`config.mk`:
```
export PLATFORM = sky130hd
export DESIGN_NAME = cdscf_ctrl
export DESIGN_NICKNAME = d
export VERILOG_FILES = /design/src/hdl/cdscf_pkg.sv /design/src/hdl/cdscf_ctrl.sv
export SDC_FILE = /design/constraint.sdc
export NUM_CORES = 1
export LEC_CHECK = 0
export BUFFER_PORTS_ARGS = -buffer_cell sky130_fd_sc_hd__buf_2
export CORE_MARGIN = 2
export CORE_UTILIZATION = 25
export DETAILED_ROUTE_END_ITERATION = 10
export MAX_ROUTING_LAYER = met4
export PLACE_DENSITY = 0.63
export SLEW_MARGIN = 20
export SYNTH_ARGS = -nofsm -noshare
export SYNTH_HDL_FRONTEND = slang
export SYNTH_SLANG_ARGS = --single-unit
```
`constraint.sdc`:
```
create_clock -name aclk -period 1.9 [get_ports aclk]
set_input_delay 0.38 -clock aclk [delete_from_list [all_inputs] [get_ports aclk]]
set_output_delay 0.38 -clock aclk [all_outputs]
set_load 0.02 [all_outputs]
```
`src/hdl/cdscf_pkg.sv`:
```
// Shared types and constants for the sector cache fill controller.
// Used by every module of the block except cdscf_ram; no dependencies.
package cdscf_pkg;

    localparam int CACHE_SLOTS_DEF = 256;
    localparam int INDEX_DEPTH_DEF = 4096;

    localparam int LBA_W      = 19;
    localparam int OFF_W      = 12;
    localparam int SEEK_W     = 13;
    localparam int EXP_W      = 20;
    localparam int RETRY_W    = 16;
    localparam int SLOT_W     = 8;
    localparam int CFG_IDX_W  = 2;
    localparam int CFG_DATA_W = 19;
    localparam int S_TDATA_W  = 24;
    localparam int S_TUSER_W  = 2;
    localparam int M_TDATA_W  = 56;

    typedef enum logic [1:0] {
        CMD_START    = 2'd0,
        CMD_SECTOR   = 2'd1,
        CMD_DISK_ERR = 2'd2,
        CMD_OTHER    = 2'd3
    } cmd_code_t;

    typedef enum logic [2:0] {
        ERR_NONE      = 3'd0,
        ERR_OFFSET    = 3'd1,
        ERR_READ      = 3'd2,
        ERR_DISK      = 3'd3,
        ERR_UNKNOWN   = 3'd4,
        ERR_FULL      = 3'd5
    } err_t;

    typedef enum logic [1:0] {
        CFG_FILE_START   = 2'd0,
        CFG_FIRST_SECTOR = 2'd1,
        CFG_LAST_SECTOR  = 2'd2,
        CFG_MAX_SECTOR   = 2'd3
    } cfg_idx_t;

    typedef enum logic [2:0] {
        ST_CLEAR,
        ST_IDLE,
        ST_EVAL,
        ST_LOOK,
        ST_SCAN,
        ST_ADV,
        ST_EMIT
    } state_t;

    // controller -> datapath
    typedef struct packed {
        logic clear_wr;
        logic load;
        logic start;
        logic retry_inc;
        logic retry_clr;
        logic err_set;
        err_t err;
        logic scan_init;
        logic rd_next;
        logic store;
        logic scan_adv;
        logic seek_scan;
        logic seek_adv;
        logic emit;
    } ctrl_cmd_t;

    // datapath -> controller
    typedef struct packed {
        logic      clear_last;
        cmd_code_t icmd;
        logic      done;
        logic      full;
        logic      read_ok;
        logic      match;
        logic      off_bad;
        logic      rdata_zero;
        logic      scan_stop;
        logic      off_eq_seek;
        logic      out_free;
    } ctrl_sts_t;

endpackage

```
`src/hdl/cdscf_ctrl.sv`:
```
// Controller state machine for the sector cache fill block.
// Depends on cdscf_pkg; drives the datapath through ctrl_cmd_t.
module cdscf_ctrl (
    input  logic                aclk,
    input  logic                aresetn,
    input  logic                s_tvalid,
    output logic                s_tready,
    input  cdscf_pkg::ctrl_sts_t sts,
    output cdscf_pkg::ctrl_cmd_t cmd
);

    import cdscf_pkg::*;

    state_t state_reg, state_next;

    always_ff @(posedge aclk) begin
        if (!aresetn) begin
            state_reg <= ST_CLEAR;
        end else begin
            state_reg <= state_next;
        end
    end

    always_comb begin
        state_next = state_reg;
        cmd        = '0;
        cmd.err    = ERR_NONE;
        s_tready   = 1'b0;
        unique case (state_reg)
            ST_CLEAR: begin
                cmd.clear_wr = 1'b1;
                if (sts.clear_last) begin
                    state_next = ST_IDLE;
                end
            end
            ST_IDLE: begin
                s_tready = 1'b1;
                if (s_tvalid) begin
                    cmd.load   = 1'b1;
                    state_next = ST_EVAL;
                end
            end
            ST_EVAL: begin
                state_next = ST_EMIT;
                if (sts.icmd == CMD_START) begin
                    cmd.start = 1'b1;
                end else if (!sts.done) begin
                    unique case (sts.icmd)
                        CMD_DISK_ERR: begin
                            cmd.err_set = 1'b1;
                            cmd.err     = ERR_DISK;
                            cmd.start   = 1'b1;
                        end
                        CMD_OTHER: begin
                            cmd.err_set = 1'b1;
                            cmd.err     = ERR_UNKNOWN;
                            cmd.start   = 1'b1;
                        end
                        default: begin
                            if (sts.full) begin
                                cmd.retry_clr = 1'b1;
                                cmd.err_set   = 1'b1;
                                cmd.err       = ERR_FULL;
                                cmd.start     = 1'b1;
                            end else if (!sts.read_ok) begin
                                cmd.err_set = 1'b1;
                                cmd.err     = ERR_READ;
                                cmd.start   = 1'b1;
                            end else if (!sts.match) begin
                                cmd.retry_inc = 1'b1;
                                cmd.start     = 1'b1;
                            end else if (sts.off_bad) begin
                                cmd.retry_clr = 1'b1;
                                cmd.err_set   = 1'b1;
                                cmd.err       = ERR_OFFSET;
                                cmd.start     = 1'b1;
                            end else begin
                                cmd.retry_clr = 1'b1;
                                cmd.scan_init = 1'b1;
                                state_next    = ST_LOOK;
                            end
                        end
                    endcase
                end
            end
            ST_LOOK, ST_SCAN: begin
                if (state_reg == ST_LOOK && sts.rdata_zero) begin
                    cmd.store  = 1'b1;
                    state_next = ST_ADV;
                end else if (sts.scan_stop) begin
                    cmd.seek_scan = 1'b1;
                    state_next    = ST_ADV;
                end else begin
                    cmd.scan_adv = 1'b1;
                    cmd.rd_next  = 1'b1;
                    state_next   = ST_SCAN;
                end
            end
            ST_ADV: begin
                state_next = ST_EMIT;
                if (sts.off_eq_seek) begin
                    cmd.seek_adv = 1'b1;
                end else if (!sts.done) begin
                    cmd.start = 1'b1;
                end
            end
            ST_EMIT: begin
                if (sts.out_free) begin
                    cmd.emit   = 1'b1;
                    state_next = ST_IDLE;
                end
            end
            default: begin
                state_next = ST_IDLE;
            end
        endcase
    end

endmodule

```
==> metrics.csv, run 1 <==
metric,value,unit
clock tree sinks,3,
sequential share of the synthesized area,14.7,%
Highest Signal Layer,met3,
Critical Path Start Type,flip-flop,
fin nets,116,
Power Dens Cells,579,nW/um2
Fin. Hold Viols,0,
Filler cells,172,
max-slew violation count,0,
Synth warnings,0,
Finished Core Util,46.1,%
Clock Pin Slew Worst Setup and Hold Paths,0.03,ns
core area,1520,um2
Max Cap Viol,0,
pre-CTS WS,-0.00512,ns
Placed Area,617,um2
"Cell Count, Final, Fillers Out",116,
Post-Route WL,1.26,mm
CTS tree,built,
final worst slack,-0.177,ns
syn_nets,78,
Hold Crit Class,input pin to flip-flop,
htree depth,1,
area delta synth->final,71.6,%
Detailed Route Iter0 Violations,6,
met3 routed WL,84,um
Largest register FFs,3,
Syn Std Cell Area,409,um2
Finished Cell Area,702,um2
post-DP HPWL,1.00,mm
Setup Crit Path Kind,flip-flop to output pin,
Final GP Congestion,0.777,
die area,1980,um2
status,"finished, violations left",
DRC,0,
M1 wire length,568,um
total number of vias,591,
Tcrit/Tclk final,109,%
Avg Vias per Cell,5.09,
worst rel slew slack,71.4,%
All-Layer GR Usage,13.6,%
Max IR drop VDD,363,uV
Yosys reg bits,3,
initial core utilization,26.8,%
leakage power,0.339,nW
actual slew at the worst max-slew pin,0.423,ns
Cell variety after synth,30,
Clock Latency Late Sink,0.23,ns
Longest Clk Path Bufs,2,
Power Total,0.406,mW
Synth Instances,63,
vias in the first global route,487,
CP endpoint kind,output pin,
layout cells sized above 1,51.0,%
Die W,44.5,um
placed insts,110,
Cell Rows,14,
routed wl met2,606,um
initial antenna violation count,0,
failing checks,setup timing,
Fin Clk Skew,0.00145,ns
cts bufs inserted,3,
root buffer cell,clkbuf_4,
Chip Height,44.5,um
final setup fails,7,
boundary pin count,32,
average cell area after synthesis,6.49,um2
FF+latch area,61.3,um2
first-pass GRT wire length,1.97,mm
Multi-input gate area,358,um2
Achievable Freq,482,MHz
largest fanout on the critical path,5,
Port Buf Inserts,31,
CP Data Required Time,1.52,ns
DRT antenna net count,0,
mean routed wirelength per cell,10.9,um
antenna diode count,0,
GR Overflow Total,0,
first-pass iteration count of the detailed router,4,
unrepaired setup endpoints after global routing,true,
CP arrival,1.70,ns
largest net degree at the start of global routing,14,
Tmin final,2.08,ns
## cell usage after synthesis
| cell type | number | share of area [%] |
|---|---|---|
| nor3b_1 | 1 | 1.8 |
| nor2b_4 | 1 | 3.4 |
| o211ai_1 | 1 | 1.8 |
| clkbuf_1 | 3 | 2.8 |
| o311a_1 | 1 | 2.4 |
| o32ai_1 | 1 | 2.1 |
| a32oi_1 | 1 | 2.1 |
| nor2b_1 | 5 | 7.6 |
| a21oi_1 | 3 | 3.7 |
| a211oi_1 | 1 | 1.8 |
| nand2_1 | 4 | 3.7 |
| dfxtp_1 | 3 | 15 |
| or3b_1 | 1 | 2.1 |
| and3_1 | 2 | 3.1 |
| inv_1 | 3 | 2.8 |
| and4b_1 | 1 | 2.4 |
| or3_1 | 1 | 1.5 |
| o22a_1 | 1 | 2.1 |
| nor3_1 | 7 | 8.6 |
| o21ai_0 | 2 | 2.4 |
| buf_4 | 1 | 1.8 |
| a2111oi_0 | 1 | 2.1 |
| a31oi_1 | 1 | 1.5 |
| nor2_1 | 11 | 10 |
| and2_1 | 1 | 1.5 |
| or3_4 | 1 | 2.8 |
| a221oi_1 | 1 | 2.1 |
| nand3_1 | 1 | 1.2 |
| o311ai_0 | 1 | 2.1 |
| nor4_1 | 1 | 1.5 |
## layer usage
| metal | vias up | GRT usage [%] |
|---|---|---|
| met2 | 24 | 20.6 |
| met5 | - | - |
| met3 | 0 | 2.45 |
| met4 | 0 | 7.27 |
| li1 | 309 | - |
| met1 | 258 | 17.0 |
## final cells by class
| class | count | share of cell area [%] |
|---|---|---|
| clock buffers | 4 | 3.74 |
| inverters | 3 | 1.60 |
| multi-input cells | 53 | 51.0 |
| flip-flops and latches | 3 | 8.73 |
| well taps | 16 | 2.85 |
| repair buffers | 37 | 32.1 |
## where the power goes
group	switching (mW)	internal, mW	total (mW)	leakage [nW]
registers	0.00436	0.0737	0.0781	0.0251
logic	0.127	0.0917	0.219	0.298
clock network	0.0306	0.0785	0.109	0.0150
total	0.162	0.244	0.406	0.339
## metrics by stage
stage                     hold slack (ns)  setup TNS (ns)
after global placement              0.648               0
after global routing                0.406           -1.33
after detailed placement            0.644        -0.00512
final                               0.406          -0.885
after CTS                           0.397           -1.01
after floorplan                     0.508               0
## final timing paths
check                from           end  slack [ns]  cells past startpoint
min               aresetn  state_reg[0]        0.41                      2
max reg2reg  state_reg[0]  state_reg[0]        0.42                      4
max          state_reg[0]        cmd[7]       -0.18                      4
min reg2reg  state_reg[0]  state_reg[2]        0.73                      4
## logic make-up after synthesis
| logic type | Yosys count | share of synthesized area (%) |
|---|---|---|
| buf+inv | 7 | 7.34 |
| simple gates | 38 | 51.4 |
| compound gates | 15 | 26.6 |
| flops | 3 | 14.7 |
## layout by cell type (no fill, tap or decap), types with 2 or more instances in the layout
cell / n
buf_2: 24
buf_4: 11
nor2_1: 10
nor2b_1: 4
nand2_1: 4
nor3_1: 4
inv_1: 3
nor3_2: 3
a21oi_1: 3
clkbuf_4: 3
and3_1: 2
or3_4: 2
o21ai_0: 2
buf_6: 2
dfxtp_1: 2
## worst max-delay path: stages, from the launching register on
cell      delay (ns)
dfxtp_1         0.30
or3b_4          0.39
or3_4           0.42
a221oi_2        0.18
buf_4           0.17
## repair_timing
item | CTS | global route
pin swaps | 5 | 2
gates resized for setup | 11 | 4
buffers inserted | 1 | 1
hold buffers | 0 | 0
endpoints found under the setup margin | 7 | 8
No activity file was read; power rests on OpenSTA's default activity.
==> run 2, diff against run 1 <==
--- a/config.mk
+++ b/config.mk
@@ -5,13 +5,16 @@
 export SDC_FILE = /design/constraint.sdc
 export NUM_CORES = 1
 export LEC_CHECK = 0
+export ABC_AREA = 1
 export BUFFER_PORTS_ARGS = -buffer_cell sky130_fd_sc_hd__buf_2
 export CORE_MARGIN = 2
 export CORE_UTILIZATION = 25
+export CTS_CLUSTER_SIZE = 12
 export DETAILED_ROUTE_END_ITERATION = 10
 export MAX_ROUTING_LAYER = met4
-export PLACE_DENSITY = 0.63
+export PLACE_DENSITY = 0.62
 export SLEW_MARGIN = 20
 export SYNTH_ARGS = -nofsm -noshare
 export SYNTH_HDL_FRONTEND = slang
 export SYNTH_SLANG_ARGS = --single-unit
+export TNS_END_PERCENT = 10
==> metrics.csv, run 2 <==
metric,value,unit,change
synth cell count leaders,"18 x inv_1, 16 x nand2_1, 13 x nor2_1",,
Port Buf Inserts,31,,unchanged
Compound-Gate Fraction of Synth Area,12.9,%,-14 points
Fin Clk Skew,0.00356,ns,+0.00211 ns
Syn Std Cell Area,437,um2,+6.7%
Longest Clk Path Bufs,2,,unchanged
largest fanout on the critical path,6,,+1
max-slew violation count,0,,unchanged
Clock Latency Late Sink,0.23,ns,about the same
Synth Instances,83,,+32%
leakage power,0.412,nW,+22%
Achievable Freq,565,MHz,+17%
Avg Vias per Cell,4.74,,-7.0%
final setup fails,0,,-7
"count leader, synth",inv_1,,
Power Dens Cells,1120,nW/um2,+94%
Critical Path Start Type,flip-flop,,
Finished Core Util,37.1,%,-8.9 points
Max Cap Viol,0,,unchanged
All-Layer GR Usage,11.5,%,-2.2 points
Multi-input gate area,287,um2,-20%
most frequent cells in the layout,"31 x buf_2, 17 x inv_1, 16 x nand2_1, 13 x nor2_1, 7 x nand3_1",,
mean routed wirelength per cell,8.92,um,-18%
boundary pin count,32,,unchanged
area delta synth->final,43.6,%,
simple-gate portion of the synthesized area,52.7,%,+1.3 points
share of flip-flops with an asynchronous set or reset,0,%,unchanged
CP endpoint kind,output pin,,
Finished Cell Area,627,um2,-11%
CP Data Required Time,1.52,ns,about the same
Die W,45.8,um,+3.0%
"commonest non-fill, non-tap cell in the layout",buf_2,,
Detailed Route Iter0 Violations,14,,+8
DRC,0,,unchanged
status,"finished, final reports clean",,
sequential share of the synthesized area,13.8,%,-0.93 points
Cell Rows,15,,+1
XOR/XNOR share of the synthesized area,0,%,unchanged
"Cell Count, Final, Fillers Out",133,,+15%
Synth warnings,0,,unchanged
cts bufs inserted,3,,unchanged
layout cells sized above 1,35.3,%,-16 points
actual slew at the worst max-slew pin,0.290,ns,-0.133 ns
total number of vias,630,,+6.6%
clock tree sinks,3,,unchanged
syn_nets,98,,+26%
Max IR drop VDD,523,uV,+44%
first-pass GRT wire length,1.80,mm,-8.8%
unrepaired setup endpoints after global routing,false,,
Sum Neg Setup Slack,0,ns,+0.885 ns
Clock Pin Slew Worst Setup and Hold Paths,0.04,ns,about the same
first-pass iteration count of the detailed router,4,,unchanged
placed insts,129,,+17%
Post-synth EDFFs,0,,unchanged
antenna diode count,0,,unchanged
post-DP HPWL,1.01,mm,+0.44%
largest area contributor in the netlist,inv_1,,
Largest register FFs,3,,unchanged
Synth Area in Adders,0,%,unchanged
Placed Area,598,um2,-3.0%
mux cell area share after synthesis,0,%,unchanged
root buffer cell,clkbuf_4,,
die area,2100,um2,+6.1%
Post-Route WL,1.19,mm,-5.8%
Cell variety after synth,19,,-37%
CTS tree,built,,
top post-synthesis cells by area,"inv_1 15%, dfxtp_1 14%, nand2_1 14%",,
Yosys reg bits,3,,unchanged
Chip Height,45.8,um,+3.0%
Setup Crit Path Kind,flip-flop to output pin,,
FF+latch area,62.6,um2,+2.0%
Tcrit/Tclk final,93.2,%,-16 points
Fin. Hold Viols,0,,unchanged
fin nets,132,,+14%
initial core utilization,25.9,%,-1.0 points
vias in the first global route,486,,-0.21%
Filler cells,183,,+6.4%
average cell area after synthesis,5.26,um2,-19%
largest family of logic cells by synthesized area,simple AND/OR/NAND/NOR gates,,
largest net degree at the start of global routing,10,,-4
GR Overflow Total,0,,unchanged
initial antenna violation count,0,,unchanged
DRT antenna net count,0,,unchanged
htree depth,1,,unchanged
Most used DFF post-synth,dfxtp_1,,
worst rel slew slack,80.5,%,+9.1 points
CP arrival,1.39,ns,-0.31 ns
post-synth top area share,15.5,%,+0.79 points
Hold Crit Class,input pin to flip-flop,,
Tmin final,1.77,ns,-0.306 ns
Final GP Congestion,0.889,,+14%
core area,1690,um2,+11%
-- run 2: changes by cell type after synthesis, moves of 2 or more --
cell / before / now
inv_1: 3 / 18
nand2_1: 4 / 16
nand3_1: 1 / 7
nor2b_1: 5 / 0
nor3_1: 7 / 3
clkbuf_1: 3 / 0
nand4_1: 0 / 3
nor4_1: 1 / 4
and3_1: 2 / 0
inv_2: 0 / 2
nand3_2: 0 / 2
nor2_1: 11 / 13
-- run 2: worst paths after layout --
check	cells past startpoint	end	start	slack [ns]
worst max-delay path	6	cmd[12]	state_reg[2]	0.13
worst min-delay path	3	state_reg[2]	aresetn	0.35
worst max register to register	7	state_reg[0]	state_reg[0]	0.73
worst min register to register	2	state_reg[1]	state_reg[1]	0.63
-- run 2: worst max-delay path: stages (launching register included) --
cell and delay [ns]:
dfxtp_1 0.34, inv_2 0.12, nand3_2 0.13, inv_2 0.12
nand2_1 0.09, nor4_1 0.15, buf_2 0.20
-- run 2: logic make-up after synthesis --
group,count (synthesis)
AO/OA/AOI/OAI,9
AND/OR/NAND/NOR,49
buffers and inverters,22
flip-flops,3
-- run 2: area by class of cell --
type,count,area share [%]
sequential,3,9.98
tap,17,3.39
inverter,20,12.0
timing repair buffer,31,24.8
multi-input combinational,58,45.7
clock buffer,4,4.19
-- run 2: per-stage QoR --
stage | hold slack, ns | worst slack, ns | total power [mW]
after CTS | 0.349 | 0.0496 | 0.702
after floorplan | 0.478 | 0.104 | 0.473
after global placement | 0.596 | 0.260 | 0.577
after detailed placement | 0.594 | 0.284 | 0.584
after global routing | 0.395 | 0.00349 | 0.783
final | 0.351 | 0.129 | 0.705
-- run 2: what timing repair did --
item | in CTS | in global routing
resized for setup | 0 | 4
buffers inserted | 0 | 0
hold buffers | 0 | 0
endpoints found under the setup margin | 0 | 6
-- run 2: metal layers --
| layer | vias to the layer above | global-route usage, % | part of all wire, % |
|---|---|---|---|
| li1 | 335 | - | - |
| met1 | 278 | 14.7 | 44 |
| met2 | 15 | 19.7 | 49 |
| met3 | 2 | 0 | 5.0 |
| met4 | 0 | 3.43 | 1.2 |
| met5 | - | - | 0 |
-- run 2: report_power, final --
part,switching [mW],leakage (nW),internal [mW]
Clock,0.0340,0.0150,0.0788
Combinational,0.290,0.371,0.157
Sequential,0.0500,0.0253,0.0942
==> run 3, diff against run 2 <==
==> constraint.sdc (replaced) <==
create_clock -name aclk -period 2.1 [get_ports aclk]
set_input_delay 0.42 -clock aclk [delete_from_list [all_inputs] [get_ports aclk]]
set_output_delay 0.42 -clock aclk [all_outputs]
set_load 0.02 [all_outputs]
==> metrics.csv, run 3 (same netlist as run 2, synthesis figures left out) <==
metric,value,unit,change
CTS tree,built,,
Port Buf Inserts,31,,unchanged
Tmin final,1.91,ns,
area delta synth->final,43.0,%,
placed insts,129,,unchanged
Die W,45.8,um,unchanged
Power Dens Cells,1020,nW/um2,-9.7%
Avg Vias per Cell,4.84,,+2.2%
Final GP Congestion,0.880,,-1.0%
actual slew at the worst max-slew pin,0.286,ns,-0.00337 ns
Critical Path Start Type,flip-flop,,
first-pass iteration count of the detailed router,4,,unchanged
Power Total,0.634,mW,-10%
max-slew violation count,0,,unchanged
htree depth,1,,unchanged
Detailed Route Iter0 Violations,13,,-1
total number of vias,644,,+2.2%
crit-path cells,inv_1 > nand3_2 > inv_2 > nand2_1 > nor3_1 > buf_2,,
die area,2100,um2,unchanged
Net Sw Frac,53.7,%,+0.55 points
DRT antenna net count,0,,unchanged
critical path's slowest cell,dfxtp_1,,
worst rel slew slack,80.9,%,+0.38 points
net load switching power,0.340,mW,-9.1%
root buffer cell,clkbuf_4,,
antenna diode count,0,,unchanged
Clock Pin Slew Worst Setup and Hold Paths,0.04,ns,about the same
PostCTS Resize Cnt,0,,unchanged
Max Cap Viol,0,,unchanged
DRC,0,,unchanged
Cell Rows,15,,unchanged
fin nets,132,,unchanged
hold_buf cts,0,,unchanged
clock tree sinks,3,,unchanged
Fin Clk Skew,0.00387,ns,+0.000307 ns
Reg2Reg Setup Slack,0.83,ns,+0.10 ns
core area,1690,um2,unchanged
CP endpoint kind,output pin,,
Post-CTS Setup Inserts,0,,unchanged
Clock Latency Late Sink,0.24,ns,about the same
Max IR drop VDD,443,uV,-15%
GR Overflow Total,0,,unchanged
Tcrit/Tclk final,90.9,%,
CP peak stage delay,0.33,ns,about the same
initial antenna violation count,0,,unchanged
Chip Height,45.8,um,unchanged
post-DP HPWL,990,um,-1.8%
vias in the first global route,470,,-3.3%
Cell Int Power,0.294,mW,-11%
most frequent cells in the layout,"31 x buf_2, 18 x inv_1, 16 x nand2_1, 13 x nor2_1, 7 x nand3_1",,
status,"finished, final reports clean",,
CP Data Required Time,1.68,ns,+0.16 ns
mean routed wirelength per cell,9.35,um,+4.7%
Longest Clk Path Bufs,2,,unchanged
Fin. Hold Viols,0,,unchanged
Flop pwr share,19.6,%,-0.9 points
layout cells sized above 1,32.8,%,-2.6 points
leakage power,0.411,nW,-0.24%
routed wl met2,572,um,-2.4%
initial core utilization,25.9,%,unchanged
Setup Crit Path Kind,flip-flop to output pin,,
All-Layer GR Usage,12.1,%,+0.61 points
Largest register FFs,3,,unchanged
met3 routed WL,82,um,+39%
"commonest non-fill, non-tap cell in the layout",buf_2,,
largest fanout on the critical path,6,,unchanged
Highest Signal Layer,met4,,
largest net degree at the start of global routing,10,,unchanged
first-pass GRT wire length,1.83,mm,+1.6%
M1 wire length,574,um,+9.1%
Clk pwr share,16.5,%,+0.5 points
final setup fails,0,,unchanged
combinational share of power,63.9,%,+0.4 points
Achievable Freq,524,MHz,
Hold Crit Class,input pin to flip-flop,,
CP arrival,1.49,ns,+0.10 ns
boundary pin count,32,,unchanged
unrepaired setup endpoints after global routing,false,,
Sum Neg Setup Slack,0,ns,unchanged
"Cell Count, Final, Fillers Out",133,,unchanged
cts bufs inserted,3,,unchanged
Post-Route WL,1.24,mm,+4.7%
Finished Core Util,37.0,%,-0.15 points
-- run 3: final cells by class --
class,count,area (um2)
fill,196,1060
multi-input combinational,58,287
timing repair buffer,31,155
inverter,20,75.1
sequential,3,60.1
clock buffer,4,26.3
tap,17,21.3
-- run 3: metrics by stage --
| step | setup slack, ns | hold slack [ns] | instance area (um2) |
|---|---|---|---|
| floorplan | 0.264 | 0.518 | 437 |
| global placement | 0.395 | 0.634 | 598 |
| detailed placement | 0.390 | 0.653 | 598 |
| CTS | 0.192 | 0.415 | 624 |
| global route | 0.0367 | 0.421 | 624 |
| finish | 0.191 | 0.428 | 624 |
-- run 3: critical path, delay by kind of cell, from the launching register on --
kind	cells	cell delay, ns
DFF	1	0.33
buffers and inverters	3	0.50
and+or+nand+nor	3	0.43
-- run 3: worst paths after layout --
kind / start / endpoint / cells past startpoint
setup reg to reg: state_reg[0] / state_reg[0] / 7
setup / recovery: state_reg[2] / cmd[6] / 6
hold reg to reg: state_reg[2] / state_reg[1] / 2
hold / removal: aresetn / state_reg[2] / 3
-- run 3: metal layers --
| layer | GRT usage (%) | up-vias |
|---|---|---|
| met5 | - | - |
| met4 | 3.43 | 0 |
| met3 | 2.78 | 4 |
| met2 | 17.5 | 26 |
| met1 | 16.7 | 279 |
| li1 | - | 335 |
-- run 3: power groups by stage --
stage | combinational [mW] | sequential, mW | clock (mW)
after global placement | 0.398 | 0.125 | 0
after CTS | 0.405 | 0.124 | 0.105
final | 0.405 | 0.124 | 0.104
after detailed placement | 0.402 | 0.125 | 0
after floorplan | 0.325 | 0.103 | 0
after global routing | 0.452 | 0.130 | 0.112
